**config.mk**
```make
export PLATFORM = sky130hd
export DESIGN_NAME = cau_front
export DESIGN_NICKNAME = d
export VERILOG_FILES = /design/src/sv/cau_pkg.sv /design/src/sv/cau_front.sv
export SDC_FILE = /design/constraint.sdc
export NUM_CORES = 1
export LEC_CHECK = 0
export BUFFER_PORTS_ARGS = -buffer_cell sky130_fd_sc_hd__buf_2
export CORE_ASPECT_RATIO = 0.8
export CORE_MARGIN = 8
export CORE_UTILIZATION = 28
export DETAILED_ROUTE_END_ITERATION = 12
export HOLD_SLACK_MARGIN = 0.06
export SYNTH_ARGS = -nofsm -noshare
export SYNTH_HDL_FRONTEND = slang
export SYNTH_SLANG_ARGS = --single-unit
```
**constraint.sdc**
```tcl
create_clock -name clk_i -period 1.3 [get_ports clk_i]
set_input_delay 0.065 -clock clk_i [delete_from_list [all_inputs] [get_ports clk_i]]
set_output_delay 0.065 -clock clk_i [all_outputs]
set_load 0.03 [all_outputs]
```
**src/sv/cau_pkg.sv**
```systemverilog
// Shared operation codes and the action decoder of the complex arithmetic unit.
`timescale 1ns / 1ps
`default_nettype none
package cau_pkg;

  // action codes as they arrive on the input stream
  localparam logic [2:0] ACT_ADD  = 3'd0;
  localparam logic [2:0] ACT_SUB  = 3'd1;
  localparam logic [2:0] ACT_MUL  = 3'd2;
  localparam logic [2:0] ACT_DIV  = 3'd3;
  localparam logic [2:0] ACT_CONJ = 3'd4;

  localparam int unsigned OP_BITS = 3;

  // internal operation class carried from front to back
  typedef enum logic [OP_BITS-1:0] {
    OP_ADD  = 3'd0,
    OP_SUB  = 3'd1,
    OP_MUL  = 3'd2,
    OP_DIV  = 3'd3,
    OP_CONJ = 3'd4,
    OP_NONE = 3'd5
  } cau_op_e;

  function automatic cau_op_e decode_action(logic [2:0] act);
    cau_op_e op;
    unique case (act)
      ACT_ADD:  op = OP_ADD;
      ACT_SUB:  op = OP_SUB;
      ACT_MUL:  op = OP_MUL;
      ACT_DIV:  op = OP_DIV;
      ACT_CONJ: op = OP_CONJ;
      default:  op = OP_NONE;
    endcase
    return op;
  endfunction

endpackage
`default_nettype wire

```
**src/sv/cau_front.sv**
```systemverilog
// Front stage: accept input words and classify the action.
`timescale 1ns / 1ps
`default_nettype none
module cau_front #(
  parameter int unsigned DATA_WIDTH = 16
) (
  input  wire                                  clk_i,
  input  wire                                  rst_ni,
  input  wire                                  s_axis_tvalid,
  output logic                                 s_axis_tready,
  input  wire [((4*DATA_WIDTH+7)/8)*8-1:0]     s_axis_tdata,  // a_re, a_im, b_re, b_im
  input  wire [2:0]                            s_axis_tuser,  // action
  output logic                                 item_valid_o,
  input  wire                                  item_ready_i,
  output logic [cau_pkg::OP_BITS+4*DATA_WIDTH-1:0] item_o
);

  localparam int unsigned IW = cau_pkg::OP_BITS + 4*DATA_WIDTH;

  logic          valid_q, valid_d;
  logic [IW-1:0] item_q;
  logic          take;

  assign s_axis_tready = !valid_q || item_ready_i;
  assign take          = s_axis_tvalid && s_axis_tready;

  always_comb begin
    valid_d = valid_q;
    if (take) begin
      valid_d = 1'b1;
    end else if (item_ready_i) begin
      valid_d = 1'b0;
    end
  end

  always_ff @(posedge clk_i or negedge rst_ni) begin
    if (!rst_ni) begin
      valid_q <= 1'b0;
    end else begin
      valid_q <= valid_d;
    end
  end

  always_ff @(posedge clk_i) begin
    if (take) begin
      item_q <= {s_axis_tdata[4*DATA_WIDTH-1:0], cau_pkg::decode_action(s_axis_tuser)};
    end
  end

  assign item_valid_o = valid_q;
  assign item_o       = item_q;

endmodule
`default_nettype wire

```
==> results of run 1 <==
-- final cells by class --
cell class | instances | area (sq um)
Timing Repair Buffer | 212 | 1450
Clock buffer | 10 | 128
Clock inverter | 5 | 125
Tap cell | 90 | 113
Fill cell | 587 | 3430
Sequential cell | 68 | 2040
Multi-Input combinational cell | 5 | 42.5
-- metrics by stage --
step	util [%]	instance area (sq um)	worst slack (ps)	power, mW
CTS	53.2	3890	88.8	5.57
detailed placement	40.0	2930	106	3.18
finish	53.2	3890	71.7	5.49
global placement	40.0	2930	125	3.17
floorplan	-	2080	-292	2.93
global route	53.2	3890	29.2	5.70
-- per-layer routing --
layer  routed length [um]  vias up
met4                   89        0
met5                    0        -
met3                  830        9
li1                     -      737
met2                 3080       89
met1                 2260      717
-- final timing paths --
check / end / cells after the start / slack [ps]
worst min register to register: item_o[25] / 3 / 950
worst max register to register: item_valid_o / 3 / 70
worst max-delay path: item_valid_o / 3 / 70
min in group asynchronous: item_valid_o / 3 / 590
max in group asynchronous: item_valid_o / 3 / 600
worst min-delay path: item_o[25] / 4 / 440
-- critical path, delay by kind of cell, from the launching register on --
family        cells  cell delay [ps]
buf+inv           1              550
simple gates      2              140
flops             1              420
-- where the power goes --
part / switching [mW] / leakage (nW) / internal (mW)
registers: 0.0293 / 0.648 / 2.55
clock network: 0.729 / 0.126 / 1.46
logic: 0.407 / 0.883 / 0.313
-- layout by cell type, fill, tap and decap left out, drive strengths merged --
| master | n |
|---|---|
| a21o | 1 |
| and2 | 1 |
| buf | 141 |
| bufinv | 4 |
| clkbuf | 10 |
| clkinv | 1 |
| dfrtp | 1 |
| dlygate4sd3 | 71 |
| edfxtp | 67 |
| nand2b | 2 |
| nor2b | 1 |
-- kinds of logic after synthesis --
group	synth area share (%)
AOI/OAI and AO/OA	0.360
buffers and inverters	0.180
DFF	97.8
and+or+nand+nor	1.68
-- sequential cells by signal, indices dropped and copies added, names as in the netlist --
| signal | cells |
|---|---|
| item_o | 67 |
| item_valid_o | 1 |
-- repair_timing --
item,4_1_cts,5_1_grt
hold buffers,71,0
endpoints found under the hold margin,69,0
endpoints found under the setup margin,0,0
==> run metrics, run 1 <==
outcome=finished clean; CTS max path bufs=2; CP startpoint kind=flop; Initial Utilization=28.5%; Slew @ Worst Pin=197 ps; die width=112 um; Synth Register Bits=slightly below 70; Critical Path Max Stage Delay=~550 ps; Post-synth EDFFs=67; CTS tree=done; first-pass GRT wire length=10.0 mm; Detail Placement HPWL=4.13 mm; met2 usage=roughly a fifth; drt pass-1 iters=4; CP max FO=3; count leader, synth=edfxtp_1; ANT cells=0; Die ar.=10,500 sq um; Power Dens Cells=1410 nW/um^2; dpl cells=between 300 and 400; CTS sink cnt=between 60 and 70; ANT nets after route=0; grt met1 use=12.2%; H-tree depth=3; detailed-route wire length=6.26 mm; die span in y=~93 um; drt wl/cell=16.1 um; Final Cycle Share=94.5%; clock slew at reported path FFs=70 ps; Cell variety after synth=8; number of top-level pins=140; via count=1,552; Pleak=1.66 nW; Worst EP required=approximately 1500 ps; Critical Path Sink Type=flop; Max stage delay cell, worst path=dlygate4sd3_1; ys flop type=edfxtp_1; worst setup path start=item_valid_o; Worst-Skew Late Latency=roughly 330 ps; Initial DRC Count=37; Placeable Area=around 7300 sq um; initial antenna violation count=0; Synth area leader=edfxtp_1; Hold Vio Cnt, Final=0; Area Overhead vs Synth=86.8%; synth top area cells=edfxtp_1, dfrtp_1, nand2b_4, and2_4, a21o_1; Fin Hold WS=444 ps; HP Start=item_ready_i; Seq/Total Area, Yosys=97.8%; crit path time final=~1200 ps; overall routing resource usage=12.6%; share of the synthesized area in the top cell type=96.6%; # rows=28; GR Layer Usage met3=around 8.8%; synthesized net count=145; YS warnings=0; Avg Cell Area, Syn=between 20 and 30 sq um; CTS buffer count=9; nets=367; largest net degree at the start of global routing=37; Vias/cell=3.98; vias in the first global route=1,882; count of final setup violators=0; Post-Syn Area=2080 sq um; GRT busiest layer=met2; clock skew=9.14 ps; fin cells=390; GPL Wtd Cong=0.681; post-CTS sizing=0; Post-CTS Setup Bufs=0; Peak VDD IR=0.000686 V; GR Overflow Total=0; Syn Inst Count=between 70 and 80; highest clock rate=0.814 GHz; Arrival @ worst endpoint=between 1000 and 1500 ps; FF-to-FF Start=item_valid_o; ys async rst share=around 1.5%; drt drc=0; Port Buf Inserts=139; unrepaired setup endpoints after global routing=false; Slew HR=86.8%; max cap viols=0; Worst Hold Class=primary input to flop; Root Driver=clkbuf_8; Setup CP Type=flop to flop; share of layout cells above drive strength 1=52.7%; setup TNS=0 ps; Max Transition Viols Final=0; crit-path cells=nand2b_4 > nand2b_1 > dlygate4sd3_1
Power figures use the tool's default switching activity.
==> run 2: changes to the inputs <==
--- a/config.mk
+++ b/config.mk
@@ -6,7 +6,7 @@
 export NUM_CORES = 1
 export LEC_CHECK = 0
 export BUFFER_PORTS_ARGS = -buffer_cell sky130_fd_sc_hd__buf_2
-export CORE_ASPECT_RATIO = 0.8
+export CORE_ASPECT_RATIO = 0.9
 export CORE_MARGIN = 8
 export CORE_UTILIZATION = 28
 export DETAILED_ROUTE_END_ITERATION = 12
==> run 2 against run 1 <==
- global-route usage decreased by 0.40 points
- clock power down 6%
- combinational power grew 1%
- critical path type unchanged
==> run metrics, run 2 (synthesis results as in run 1) <==
Placement Setup Slack=129 ps (+23.4 ps); ANT nets after route=0 (unchanged); Die ar.=10,500 sq um (-0.13%); initial antenna violation count=0 (unchanged); share of layout cells above drive strength 1=53.0% (+0.31 points); Initial Utilization=28.2% (-0.28 points); count of final setup violators=0 (unchanged); drt wl/cell=15.8 um (-1.5%); unrepaired setup endpoints after global routing=false; largest net degree at the start of global routing=25 (-32%); Hold Vio Cnt, Final=0 (unchanged); outcome=finished clean; drt pass-1 iters=4 (unchanged); CTS sink cnt=68 (unchanged); die span in y=97.8 um (+5.0%); CTS buffer count=9 (unchanged); Port Buf Inserts=139 (unchanged); Setup CP Type=flop to flop; Root Driver=clkbuf_8; vias in the first global route=1,881 (-0.053%); Initial DRC Count=68 (+84%); overall routing resource usage=12.2% (-0.40 points); # rows=30 (+7.1%); Worst Hold Class=primary input to flop; crit path time final=1220 ps (-5.57 ps); CP max FO=3 (unchanged); setup ws final=77.3 ps (+5.57 ps); Pleak=1.66 nW (about the same); placed inst area=2960 sq um (+0.94%); Vias/cell=3.96 (-0.56%); Worst EP required=1520 ps (about the same); Tot Pwr=5.35 mW (-2.5%); drt drc=0 (unchanged); Area Overhead vs Synth=87.5%; Arrival @ worst endpoint=1440 ps (about the same); nets=368 (+0.27%); Critical Path Sink Type=flop; Slew @ Worst Pin=183 ps (-14.6 ps); Power Dens Cells=1370 nW/um^2 (-2.9%); via count=1,575 (+1.5%); GPL Wtd Cong=0.678 (-0.34%); Placeable Area=7390 sq um (+0.99%); highest clock rate=0.818 GHz (+0.46%); max cap viols=0 (unchanged); Peak VDD IR=0.000952 V (+39%); Slew HR=87.9% (+1.1 points); clock slew at reported path FFs=70 ps (about the same); CTS tree=done; number of flip-flops in the largest register=67 (unchanged); clock skew=7.45 ps (-1.68 ps); first-pass GRT wire length=9.64 mm (-3.7%); Worst-Skew Late Latency=330 ps (about the same); most frequent cells in the layout=buf_2, dlygate4sd3_1, edfxtp_1; die width=107 um (-4.9%); CP startpoint kind=flop; Max Transition Viols Final=0 (unchanged); detailed-route wire length=6.30 mm (+0.51%); ANT cells=0 (unchanged); CTS max path bufs=2 (unchanged); number of top-level pins=140 (unchanged); design area=3910 sq um (+0.35%); commonest non-fill, non-tap cell in the layout=buf_2; GR Overflow Total=0 (unchanged); Final Cycle Share=94.1% (-0.43 points); H-tree depth=3 (unchanged)
-- run 2: cell types whose count changed in the layout (fill, tap and decap cells not counted), sizes merged --
cell      previous run  this run
clkinvlp             0         1
clkbuf              10         9
clkinv               1         3
buf                141       142
bufinv               4         3
-- run 2: area by class of cell --
type | instances | area (sq um)
fill | 599 | 3490
sequential | 68 | 2040
timing repair buffer | 213 | 1470
clock buffer | 9 | 124
tap | 96 | 120
clock inverter | 7 | 115
multi-input combinational | 5 | 42.5
-- run 2: through the flow --
stage          TNS, ps  std cells  hold slack (ps)  util (%)
5_1_grt              0        398              410      52.8
4_1_cts              0        398              392      52.8
6_report             0        398              422      52.8
3_5_place_dp         0        311             -158      40.0
2_1_floorplan   -19590         74             -231         -
3_3_place_gp         0        311             -159      40.0
-- run 2: layer usage --
metal	routed length, um	global-route usage (%)	vias to the layer above
li1	-	-	740
met1	2250	11.4	735
met2	3140	20.2	89
met3	779	8.36	11
met4	123	5.41	0
met5	0	0	-
-- run 2: what timing repair did --
item	in CTS	in global routing
endpoints found under the hold margin	69	0
hold buffers	71	0
gates resized for setup	0	0
buffers inserted	0	0
-- run 2: path summary, 6_finish.rpt --
check,end,cells after the start,slack (ps),startpoint
worst max-delay path,item_valid_o,3,80,item_valid_o
worst min-delay path,item_o[6],4,420,item_ready_i
worst max register to register,item_valid_o,3,80,item_valid_o
worst min register to register,item_o[6],3,950,item_valid_o
max in group asynchronous,item_valid_o,3,630,rst_ni
min in group asynchronous,item_valid_o,3,560,rst_ni
-- run 2: worst max-delay path, cell delays in order, from the launching register on --
cell and delay (ps):
dfrtp_2 430, nand2b_4 80, nand2b_1 50, dlygate4sd3_1 550
-- run 2: report_power, final --
group	internal (mW)	total (mW)	switching, mW
Combinational	0.321	0.729	0.408
Clock	1.27	2.04	0.773
Sequential	2.55	2.58	0.0288
Total	4.14	5.35	1.21
