### config.mk
export PLATFORM = sky130hd
export DESIGN_NAME = cau_fifo
export DESIGN_NICKNAME = d
export VERILOG_FILES = /design/src/sv/cau_fifo.sv
export SDC_FILE = /design/constraint.sdc
export NUM_CORES = 1
export LEC_CHECK = 0
export BUFFER_PORTS_ARGS = -buffer_cell sky130_fd_sc_hd__buf_2
export CELL_PAD_IN_SITES_DETAIL_PLACEMENT = 1
export CELL_PAD_IN_SITES_GLOBAL_PLACEMENT = 1
export CORE_ASPECT_RATIO = 1.1
export CORE_MARGIN = 1
export CORE_UTILIZATION = 40
export DETAILED_ROUTE_END_ITERATION = 8
export PLACE_DENSITY = 0.74
export SYNTH_ARGS = -nofsm -noshare
export SYNTH_HDL_FRONTEND = slang
export SYNTH_SLANG_ARGS = --single-unit
### constraint.sdc
create_clock -name clk_i -period 2.9 [get_ports clk_i]
set_clock_uncertainty 0.15 [all_clocks]
set_input_delay 0.435 -clock clk_i [delete_from_list [all_inputs] [get_ports clk_i]]
set_output_delay 0.435 -clock clk_i [all_outputs]
set_load 0.03 [all_outputs]
### src/sv/cau_fifo.sv
// Short queue between the front and the back.
`timescale 1ns / 1ps
`default_nettype none
module cau_fifo #(
  parameter int unsigned WIDTH = 67,
  parameter int unsigned DEPTH = 4
) (
  input  wire              clk_i,
  input  wire              rst_ni,
  input  wire              in_valid_i,
  output logic             in_ready_o,
  input  wire [WIDTH-1:0]  in_data_i,
  output logic             out_valid_o,
  input  wire              out_ready_i,
  output logic [WIDTH-1:0] out_data_o
);

  localparam int unsigned AW = (DEPTH > 1) ? $clog2(DEPTH) : 1;

  logic [WIDTH-1:0] mem [DEPTH];
  logic [AW-1:0]    wr_q, wr_d, rd_q, rd_d;
  logic [AW:0]      cnt_q, cnt_d;
  logic             push, pop;

  assign in_ready_o  = cnt_q != (AW+1)'(DEPTH);
  assign out_valid_o = cnt_q != '0;
  assign push        = in_valid_i && in_ready_o;
  assign pop         = out_valid_o && out_ready_i;
  assign out_data_o  = mem[rd_q];

  always_comb begin
    wr_d  = wr_q;
    rd_d  = rd_q;
    cnt_d = cnt_q;
    if (push) begin
      wr_d = (wr_q == AW'(DEPTH-1)) ? '0 : wr_q + 1'b1;
    end
    if (pop) begin
      rd_d = (rd_q == AW'(DEPTH-1)) ? '0 : rd_q + 1'b1;
    end
    if (push && !pop) begin
      cnt_d = cnt_q + 1'b1;
    end else if (pop && !push) begin
      cnt_d = cnt_q - 1'b1;
    end
  end

  always_ff @(posedge clk_i or negedge rst_ni) begin
    if (!rst_ni) begin
      wr_q  <= '0;
      rd_q  <= '0;
      cnt_q <= '0;
    end else begin
      wr_q  <= wr_d;
      rd_q  <= rd_d;
      cnt_q <= cnt_d;
    end
  end

  always_ff @(posedge clk_i) begin
    if (push) begin
      mem[wr_q] <= in_data_i;
    end
  end

  cnt_bound_a: assert property (@(posedge clk_i) disable iff (!rst_ni)
    cnt_q <= (AW+1)'(DEPTH))
    else $error("queue count above depth");
  empty_flag_a: assert property (@(posedge clk_i) disable iff (!rst_ni)
    (cnt_q == '0) |-> (wr_q == rd_q))
    else $error("empty queue with pointers apart");
  full_flag_a: assert property (@(posedge clk_i) disable iff (!rst_ni)
    (cnt_q == (AW+1)'(DEPTH)) |-> (wr_q == rd_q))
    else $error("full queue with pointers apart");

endmodule
`default_nettype wire

==> results of run 1 <==
[power by group through the flow]
stage	clock, mW	combinational, mW	sequential [mW]
after floorplan	0	3.41	5.47
after global placement	0	4.54	5.70
after detailed placement	0	4.62	5.78
after CTS	3.77	4.80	5.66
after global routing	3.91	4.97	5.72
final	3.68	4.69	5.64
[cell usage after synthesis (all sizes together)]
master and count:
edfxtp 268, mux4 67, buf 11, dfrtp 7, ha 6, clkbuf 5
mux2 5, and3 4, inv 3, nor2 3, xor2 2, and2 1
fa 1, nand2 1, or3 1, or3b 1, xnor2 1
[metrics by stage]
step           area (um^2)  worst slack, ns
5_1_grt              12960         0.007012
3_3_place_gp         11300           0.4799
6_report             12960           0.1288
3_5_place_dp         11300           0.4854
2_1_floorplan        10090           0.5303
4_1_cts              12960          0.05122
[per-layer routing]
layer,routed length (um),vias to the layer above,part of all wire,GRT usage
met3,1101,34,0.054,0.03687
met1,7933,2559,0.39,0.1895
met5,13,-,0.00064,0
met4,407,2,0.020,0.04609
met2,10930,151,0.54,0.2984
li1,-,2126,-,-
[flip-flops by register name, indices dropped and copies added (netlist names)]
name and cells:
mem 268, cnt_q 3, rd_q 2, wr_q 2
[what timing repair did]
action / 4_1_cts / 5_1_grt
setup buffers: 1 / 0
hold buffers: 68 / 0
endpoints found under the setup margin: 44 / 0
endpoints found under the hold margin: 275 / 0
[logic make-up after synthesis]
kind of cell,count (synthesis),share of synthesized area
adders and majority gates,7,0.009427
muxes,72,0.1559
buffers and inverters,19,0.009675
DFF,275,0.8152
and+or+nand+nor,11,0.007194
xor gates and xnor gates,3,0.002605
[cell type report]
type                       count  area, um^2
fill                        2187       11660
multi-input combinational     93        1782
clock inverter                17       210.2
inverter                       3       11.26
clock buffer                  35       748.2
sequential                   275        8230
timing repair buffer         221        1589
tap                          310       387.9
[path summary, 6_finish.rpt]
| check | start | to | cells after the start |
|---|---|---|---|
| setup / recovery | rd_q[0] | out_data_o[36] | 3 |
| hold / removal | rst_ni | cnt_q[0] | 2 |
| setup reg to reg | cnt_q[1] | cnt_q[2] | 8 |
| hold reg to reg | cnt_q[2] | cnt_q[2] | 1 |
| max in group asynchronous | rst_ni | rd_q[1] | 2 |
| min in group clk_i | out_ready_i | rd_q[0] | 3 |
[worst max-delay path: stages (launching register included)]
cell,delay (ns)
dfrtp_4,0.65
buf_12,0.25
mux4_2,0.56
buf_2,0.20
==> impl_metrics.ini, run 1 <==
[routing]
drtAntennaViolNets = 0
routed-via-count = 4872
viasPerCell = 5.107
routedWlPerCell_um = 21.37
routed_wl_um = 20390
firstDrtPassIters = 4
drtIter0Drc = 229
drc_errors = 0

[run_status]
outcome = finished, final reports clean

[power]
pwr-share-seq = 0.403
power.leakage_nw = 4.496
p_sw_frac = 0.3306
powerDensity_mw_per_mm2 = 1081
p_switching_mw = 4.632
power_mw = 14.01
peakVddDrop_v = 0.0004598
p_clk_frac = 0.263
p_int_mw = 9.380
power_frac_comb = 0.335

[finish]
fin_nets = 700
layout_common_cells = edfxtp_1, buf_2, dlygate4sd3_1, mux4_2, clkbuf_16
drive_gt1_frac = 0.4270
fin_cells = 954
syn_to_final_growth_pct = 28.47
final_core_util = 0.5263
final_common_cell = edfxtp_1
num_antenna_cells = 0

[timing]
fmax_mhz = 360.9
period_minus_slack_ns = 2.771
post-route-period-util = 0.9556
tightest_slew_ns = 0.5597
whs_ns = 0.1321
hold_viol = 0
totalNegativeSetupSlack_ns = 0
slew-limit-headroom = 0.6269
drv_slew = 0
grt_setup_unrepaired = no
setup_violations = 0

[clock_tree]
cts_buffer_depth = 3
cts.sinks = 275
cts.htree.levels = 1
cts-buffers-inserted = 28
cts_tree = built
root_buffer = clkbuf_16
path_clk_slew_ns = 0.06
cts.repair.resized = 0
insertion_delay_ns = 0.53

[placed_design]
port_buffers = 139
gp_congestion = 0.6765
dp_hpwl_um = 12520
dp_cells = 833

[yosys]
synthesis.nets = 465
ys_types = 19
yosysWarnings = 0
syn-cell-area_mm2 = 0.01009
synth_area_per_cell_um2 = 26.07
synth_top_area_frac = 0.7978
ys_seq_elements = 275
synth.area.top_cells = edfxtp_1, mux4_2, dfrtp_1
yosys.area.top_type = edfxtp_1
netlist_instances = 387
yosysSeqAreaShare = 0.8152

[min_path]
min_path_type = in2async

[grt]
antenna_found_initial = 1
gr-usage-all-layers = 0.1620
grt_pass1_wl_um = 31740
overflow = 0
grt_max_degree = 35
grt_pass1_vias = 5552

[critical_path]
worstPathArrival_ns = 2.19
critPathMaxFanout = 20
critPathLaunchType = flip-flop
crit_required_ns = 2.32
end_kind = output port
critPathKind = reg2out
r2r_slack_ns = 0.54

[floorplan]
fp.dieH_um = 168.6
core_area_mm2 = 0.02462
die_area_mm2 = 0.02586
boundaryPins = 140
initial_core_util = 0.4097
core.rowCount = 60
fp.dieW_um = 153.4

[flow_run]
drv_cap = 0
Note: power is estimated with default switching activity, not from simulation.
==> run 2, diff against run 1 <==
==> constraint.sdc (replaced) <==
create_clock -name clk_i -period 2.67 [get_ports clk_i]
set_clock_uncertainty 0.15 [all_clocks]
set_input_delay 0.4005 -clock clk_i [delete_from_list [all_inputs] [get_ports clk_i]]
set_output_delay 0.4005 -clock clk_i [all_outputs]
set_load 0.03 [all_outputs]
==> impl_metrics.ini, run 2 (same netlist as run 1, synthesis figures left out) <==
[timing]
fmax_mhz = 385.5
finalWorstSetupSlack_ns = 0.07621
drv_slew = 0
slew-limit-headroom = 0.6796
whs_ns = 0.09180
post-route-period-util = 0.9715
hold_viol = 0
period_minus_slack_ns = 2.594
tightest_slew_ns = 0.4806
setup_violations = 0
grt_setup_unrepaired = yes

[critical_path]
end_kind = output port
max_stage_delay_ns = 0.56
r2r_end = cnt_q[2]
rr_worst_depth = 8
critPathMaxFanout = 9
crit_required_ns = 2.12
crit_buf_inv = 2
worst_path_max_delay_cell = mux4_2
rr_startpoint = cnt_q[1]
r2r_slack_ns = 0.28
critPathLaunchType = flip-flop
path_delay_family = multiplexers
critPathKind = reg2out
worstPathArrival_ns = 2.04
crit_chain = buf_4 -> mux4_2 -> buf_2

[routing]
routed-via-count = 4836
drtIter0Drc = 258
drc_errors = 0
viasPerCell = 5.069
routed_wl_um = 20040
routedWlPerCell_um = 21.01
firstDrtPassIters = 4
drtAntennaViolNets = 0

[placed_design]
pre_cts_ws_ns = 0.2601
gp_congestion = 0.6996
port_buffers = 139
dp_hpwl_um = 11900
dp_cells = 832

[clock_tree]
insertion_delay_ns = 0.53
root_buffer = clkbuf_16
path_clk_slew_ns = 0.06
cts.sinks = 275
cts.repair.resized = 0
cts_tree = built
cts_buffer_depth = 3
cts-buffers-inserted = 28
cts.htree.levels = 1

[finish]
regMostFlops = mem
nFillCells = 2172
fin_nets = 701
fin_cells = 954
final_common_cell = edfxtp_1
biggestRegsByFlops = mem: 268 flops, cnt_q: 3 flops
layout_common_cells = edfxtp_1, buf_2, dlygate4sd3_1, mux4_2, clkbuf_16
largest_register_ffs = 268
drive_gt1_frac = 0.4317
num_antenna_cells = 0
syn_to_final_growth_pct = 28.80

[floorplan]
initial_core_util = 0.4097
die_area_mm2 = 0.02586
boundaryPins = 140
fp.dieW_um = 153.4
fp.dieH_um = 168.6
core_area_mm2 = 0.02462
core.rowCount = 60

[flow_run]
drv_cap = 0

[min_path]
min_path_type = in2async

[power]
pwr-share-seq = 0.390
p_switching_mw = 5.061
powerDensity_mw_per_mm2 = 1182
p_sw_frac = 0.3297
power_mw = 15.35
power_frac_comb = 0.342
power.leakage_nw = 4.517
p_int_mw = 10.29
peakVddDrop_v = 0.0006625
p_clk_frac = 0.269

[grt]
grt_pass1_wl_um = 31150
grt_max_degree = 68
overflow = 0
gr-usage-all-layers = 0.1597
antenna_found_initial = 1
grt_pass1_vias = 5540

[run_status]
outcome = finished, final reports clean
run 2: changes by cell type in the layout (fill, tap and decap cells not counted), sizes merged:
cell,before,now
buf,153,154
clkinv,11,12
bufinv,5,6
clkbuf,35,33
clkinvlp,1,0
run 2: metrics by stage:
stage,instance area (um^2),TNS (ns),util
6_report,12990,0,0.5276
5_1_grt,12990,-0.1604,0.5276
4_1_cts,12990,0,0.5276
3_5_place_dp,11310,0,0.4593
3_3_place_gp,11310,0,0.4593
2_1_floorplan,10090,0,-
run 2: final cells by class:
cell class                 instances  area [um^2]  share of cell area
clock buffer                      33        740.7             0.05701
clock inverter                    18        239.0             0.01839
inverter                           3        11.26           0.0008667
multi-input combinational         93         1782              0.1371
sequential                       275         8230              0.6335
tap                              310        387.9             0.02985
timing repair buffer             222         1602              0.1233
run 2: timing repair:
action / in CTS / in global routing
setup endpoints to repair: 58 / 11
hold buffers: 68 / 0
endpoints found under the hold margin: 275 / 0
setup buffers: 3 / 0
run 2: worst max path at each step:
stage               startpoint              to  slack [ns]  cells after the start
floorplan             cnt_q[1]        cnt_q[2]        0.30                      8
global placement      cnt_q[1]        cnt_q[2]        0.36                      8
detailed placement    cnt_q[1]        cnt_q[2]        0.26                      8
CTS                    rd_q[0]  out_data_o[19]        0.02                      3
global route           rd_q[0]  out_data_o[12]       -0.02                      3
finish                 rd_q[0]   out_data_o[7]        0.08                      3
run 2: layer usage:
layer,vias to the layer above,GRT usage,routed length (um)
met1,2548,0.1828,7869
met5,-,0,13
met3,44,0.03431,996
met4,2,0.05087,517
li1,2129,-,-
met2,113,0.2974,10650
run 2: power groups by stage:
stage / combinational (mW) / clock, mW / sequential [mW]
3_5_place_dp: 5.20 / 0 / 6.14
2_1_floorplan: 3.70 / 0 / 5.94
4_1_cts: 5.38 / 4.24 / 6.00
3_3_place_gp: 5.09 / 0 / 6.05
5_1_grt: 5.59 / 4.37 / 6.06
6_report: 5.24 / 4.12 / 5.99
==> run 3, diff against run 2 <==
--- a/config.mk
+++ b/config.mk
@@ -12,7 +12,7 @@
 export CORE_MARGIN = 1
 export CORE_UTILIZATION = 40
 export DETAILED_ROUTE_END_ITERATION = 8
-export PLACE_DENSITY = 0.74
+export PLACE_DENSITY = 0.77
 export SYNTH_ARGS = -nofsm -noshare
 export SYNTH_HDL_FRONTEND = slang
 export SYNTH_SLANG_ARGS = --single-unit
==> constraint.sdc (replaced) <==
create_clock -name clk_i -period 2.2 [get_ports clk_i]
set_clock_uncertainty 0.15 [all_clocks]
set_input_delay 0.33 -clock clk_i [delete_from_list [all_inputs] [get_ports clk_i]]
set_output_delay 0.33 -clock clk_i [all_outputs]
set_load 0.03 [all_outputs]
==> impl_metrics.ini, run 3 (same netlist as run 1, synthesis figures left out) <==
[clock_tree]
cts_buffer_depth = 3
root_buffer = clkbuf_16
cts.sinks = 275
cts_tree = built
cts.htree.levels = 1
insertion_delay_ns = 0.53
path_clk_slew_ns = 0.07
cts-buffers-inserted = 28

[routing]
drtAntennaViolNets = 0
routedWlPerCell_um = 23.77
drtIter0Drc = 217
drc_errors = 0
met3_length_um = 952
wl_met1_um = 8820
route.met2.wl_um = 12820
dr.max_layer_used = met4
viasPerCell = 5.143
routed_wl_um = 22990
routed-via-count = 4973
firstDrtPassIters = 4

[finish]
drive_gt1_frac = 0.4451
regMostFlops = mem
fin_nets = 713
final_core_util = 0.5505
biggestRegsByFlops = mem: 268 flops, cnt_q: 3 flops
final_common_cell = edfxtp_1
layout_common_cells = edfxtp_1, buf_2, dlygate4sd3_1, mux4_2, buf_6
syn_to_final_growth_pct = 34.38
largest_register_ffs = 268

[power]
peakVddDrop_v = 0.0008640
p_switching_mw = 6.573
pwr-share-seq = 0.365
power.leakage_nw = 4.716
powerDensity_mw_per_mm2 = 1473
p_clk_frac = 0.229
power_frac_comb = 0.406
p_sw_frac = 0.3292
p_int_mw = 13.39

[run_status]
outcome = finished with violations
violations = negative setup slack

[timing]
grt_setup_unrepaired = yes
finalWorstSetupSlack_ns = -0.2698
fmax_mhz = 404.9
tightest_slew_ns = 0.6297
post-route-period-util = 1.123
whs_ns = 0.05283
slew-limit-headroom = 0.5802
period_minus_slack_ns = 2.470
setup_violations = 67
drv_slew = 0
hold_viol = 0

[placed_design]
pre_cts_ws_ns = 0.002651
gp_congestion = 0.6912
dp_hpwl_um = 12120
port_buffers = 139

[critical_path]
end_kind = output port
worst_path_max_delay_cell = mux4_2
max_stage_delay_ns = 0.51
rr_worst_depth = 6
path_delay_family = multiplexers
r2r_end = cnt_q[1]
critPathMaxFanout = 6
crit_buf_inv = 3
crit_required_ns = 1.72
critPathKind = reg2out
rr_startpoint = cnt_q[0]
r2r_slack_ns = 0.04
worstPathArrival_ns = 1.99
critPathLaunchType = flip-flop
crit_chain = buf_12 -> buf_6 -> mux4_2 -> clkbuf_4

[floorplan]
fp.dieW_um = 153.4
core.rowCount = 60
boundaryPins = 140
die_area_mm2 = 0.02586
fp.dieH_um = 168.6
core_area_mm2 = 0.02462
initial_core_util = 0.4097

[grt]
grt_pass1_vias = 5625
grt_max_degree = 37
gr-usage-all-layers = 0.1774
grt_pass1_wl_um = 33910
overflow = 0
antenna_found_initial = 1

[flow_run]
drv_cap = 0

[min_path]
min_path_type = in2async
-- run 3: changes by cell type in the layout (fill, tap and decap cells not counted), sizes merged --
| cell | delta |
|---|---|
| clkbuf | +11 |
| buf | +6 |
| bufinv | -5 |
| clkinv | -4 |
| and3 | +2 |
| clkinvlp | +1 |
| diode | +1 |
| inv | +1 |
-- run 3: what timing repair did --
action	4_1_cts	5_1_grt
hold buffers	68	0
gates cloned	3	4
pin swaps	3	2
endpoints found under the setup margin	92	102
endpoints found under the hold margin	275	0
setup buffers	3	5
resized for setup	107	40
-- run 3: power by group through the flow --
stage / registers (mW) / logic, mW / clock network, mW
2_1_floorplan: 7.21 / 4.51 / 0
3_3_place_gp: 7.32 / 6.23 / 0
3_5_place_dp: 7.43 / 6.33 / 0
4_1_cts: 7.28 / 7.60 / 4.63
5_1_grt: 7.36 / 8.52 / 4.84
6_report: 7.28 / 8.11 / 4.57
-- run 3: how the worst max path moves through the flow --
stage | from | end | slack, ns | cells past startpoint
4_1_cts | rd_q[0] | out_data_o[37] | -0.34 | 4
6_report | rd_q[0] | out_data_o[1] | -0.27 | 4
3_3_place_gp | cnt_q[2] | mem[2][23] | 0.05 | 2
3_5_place_dp | cnt_q[2] | mem[2][63] | 0.003 | 2
5_1_grt | rd_q[0] | out_data_o[1] | -0.34 | 4
2_1_floorplan | cnt_q[0] | cnt_q[1] | 0.01 | 6
-- run 3: metrics by stage --
step	area, um^2	setup TNS, ns	cells	power (mW)
6_report	13560	-16.28	967	19.97
5_1_grt	13560	-20.45	967	20.73
4_1_cts	13310	-18.56	957	19.51
3_5_place_dp	11320	0	833	13.76
3_3_place_gp	11320	0	833	13.56
2_1_floorplan	10100	0	387	11.72
-- run 3: worst register-to-register path: stages, from the launching register on --
cell and delay, ns:
dfrtp_1 0.40, or3b_4 0.42, and2_4 0.18, ha_4 0.17
inv_2 0.05, fa_2 0.41, mux2_2 0.27
-- run 3: final cells by class --
class | instances | area [um^2]
diodes | 1 | 2.502
repair buffers | 232 | 2195
inverters | 3 | 11.26
clock buffers | 40 | 817.0
flip-flops and latches | 275 | 8230
fillers | 2135 | 11070
multi-input cells | 95 | 1831
well taps | 310 | 387.9
clock inverters | 11 | 81.33
-- run 3: metal layers --
metal,track usage,vias up
met5,0,-
met4,0.04565,0
met1,0.2089,2633
met3,0.02739,34
met2,0.3373,143
li1,-,2163
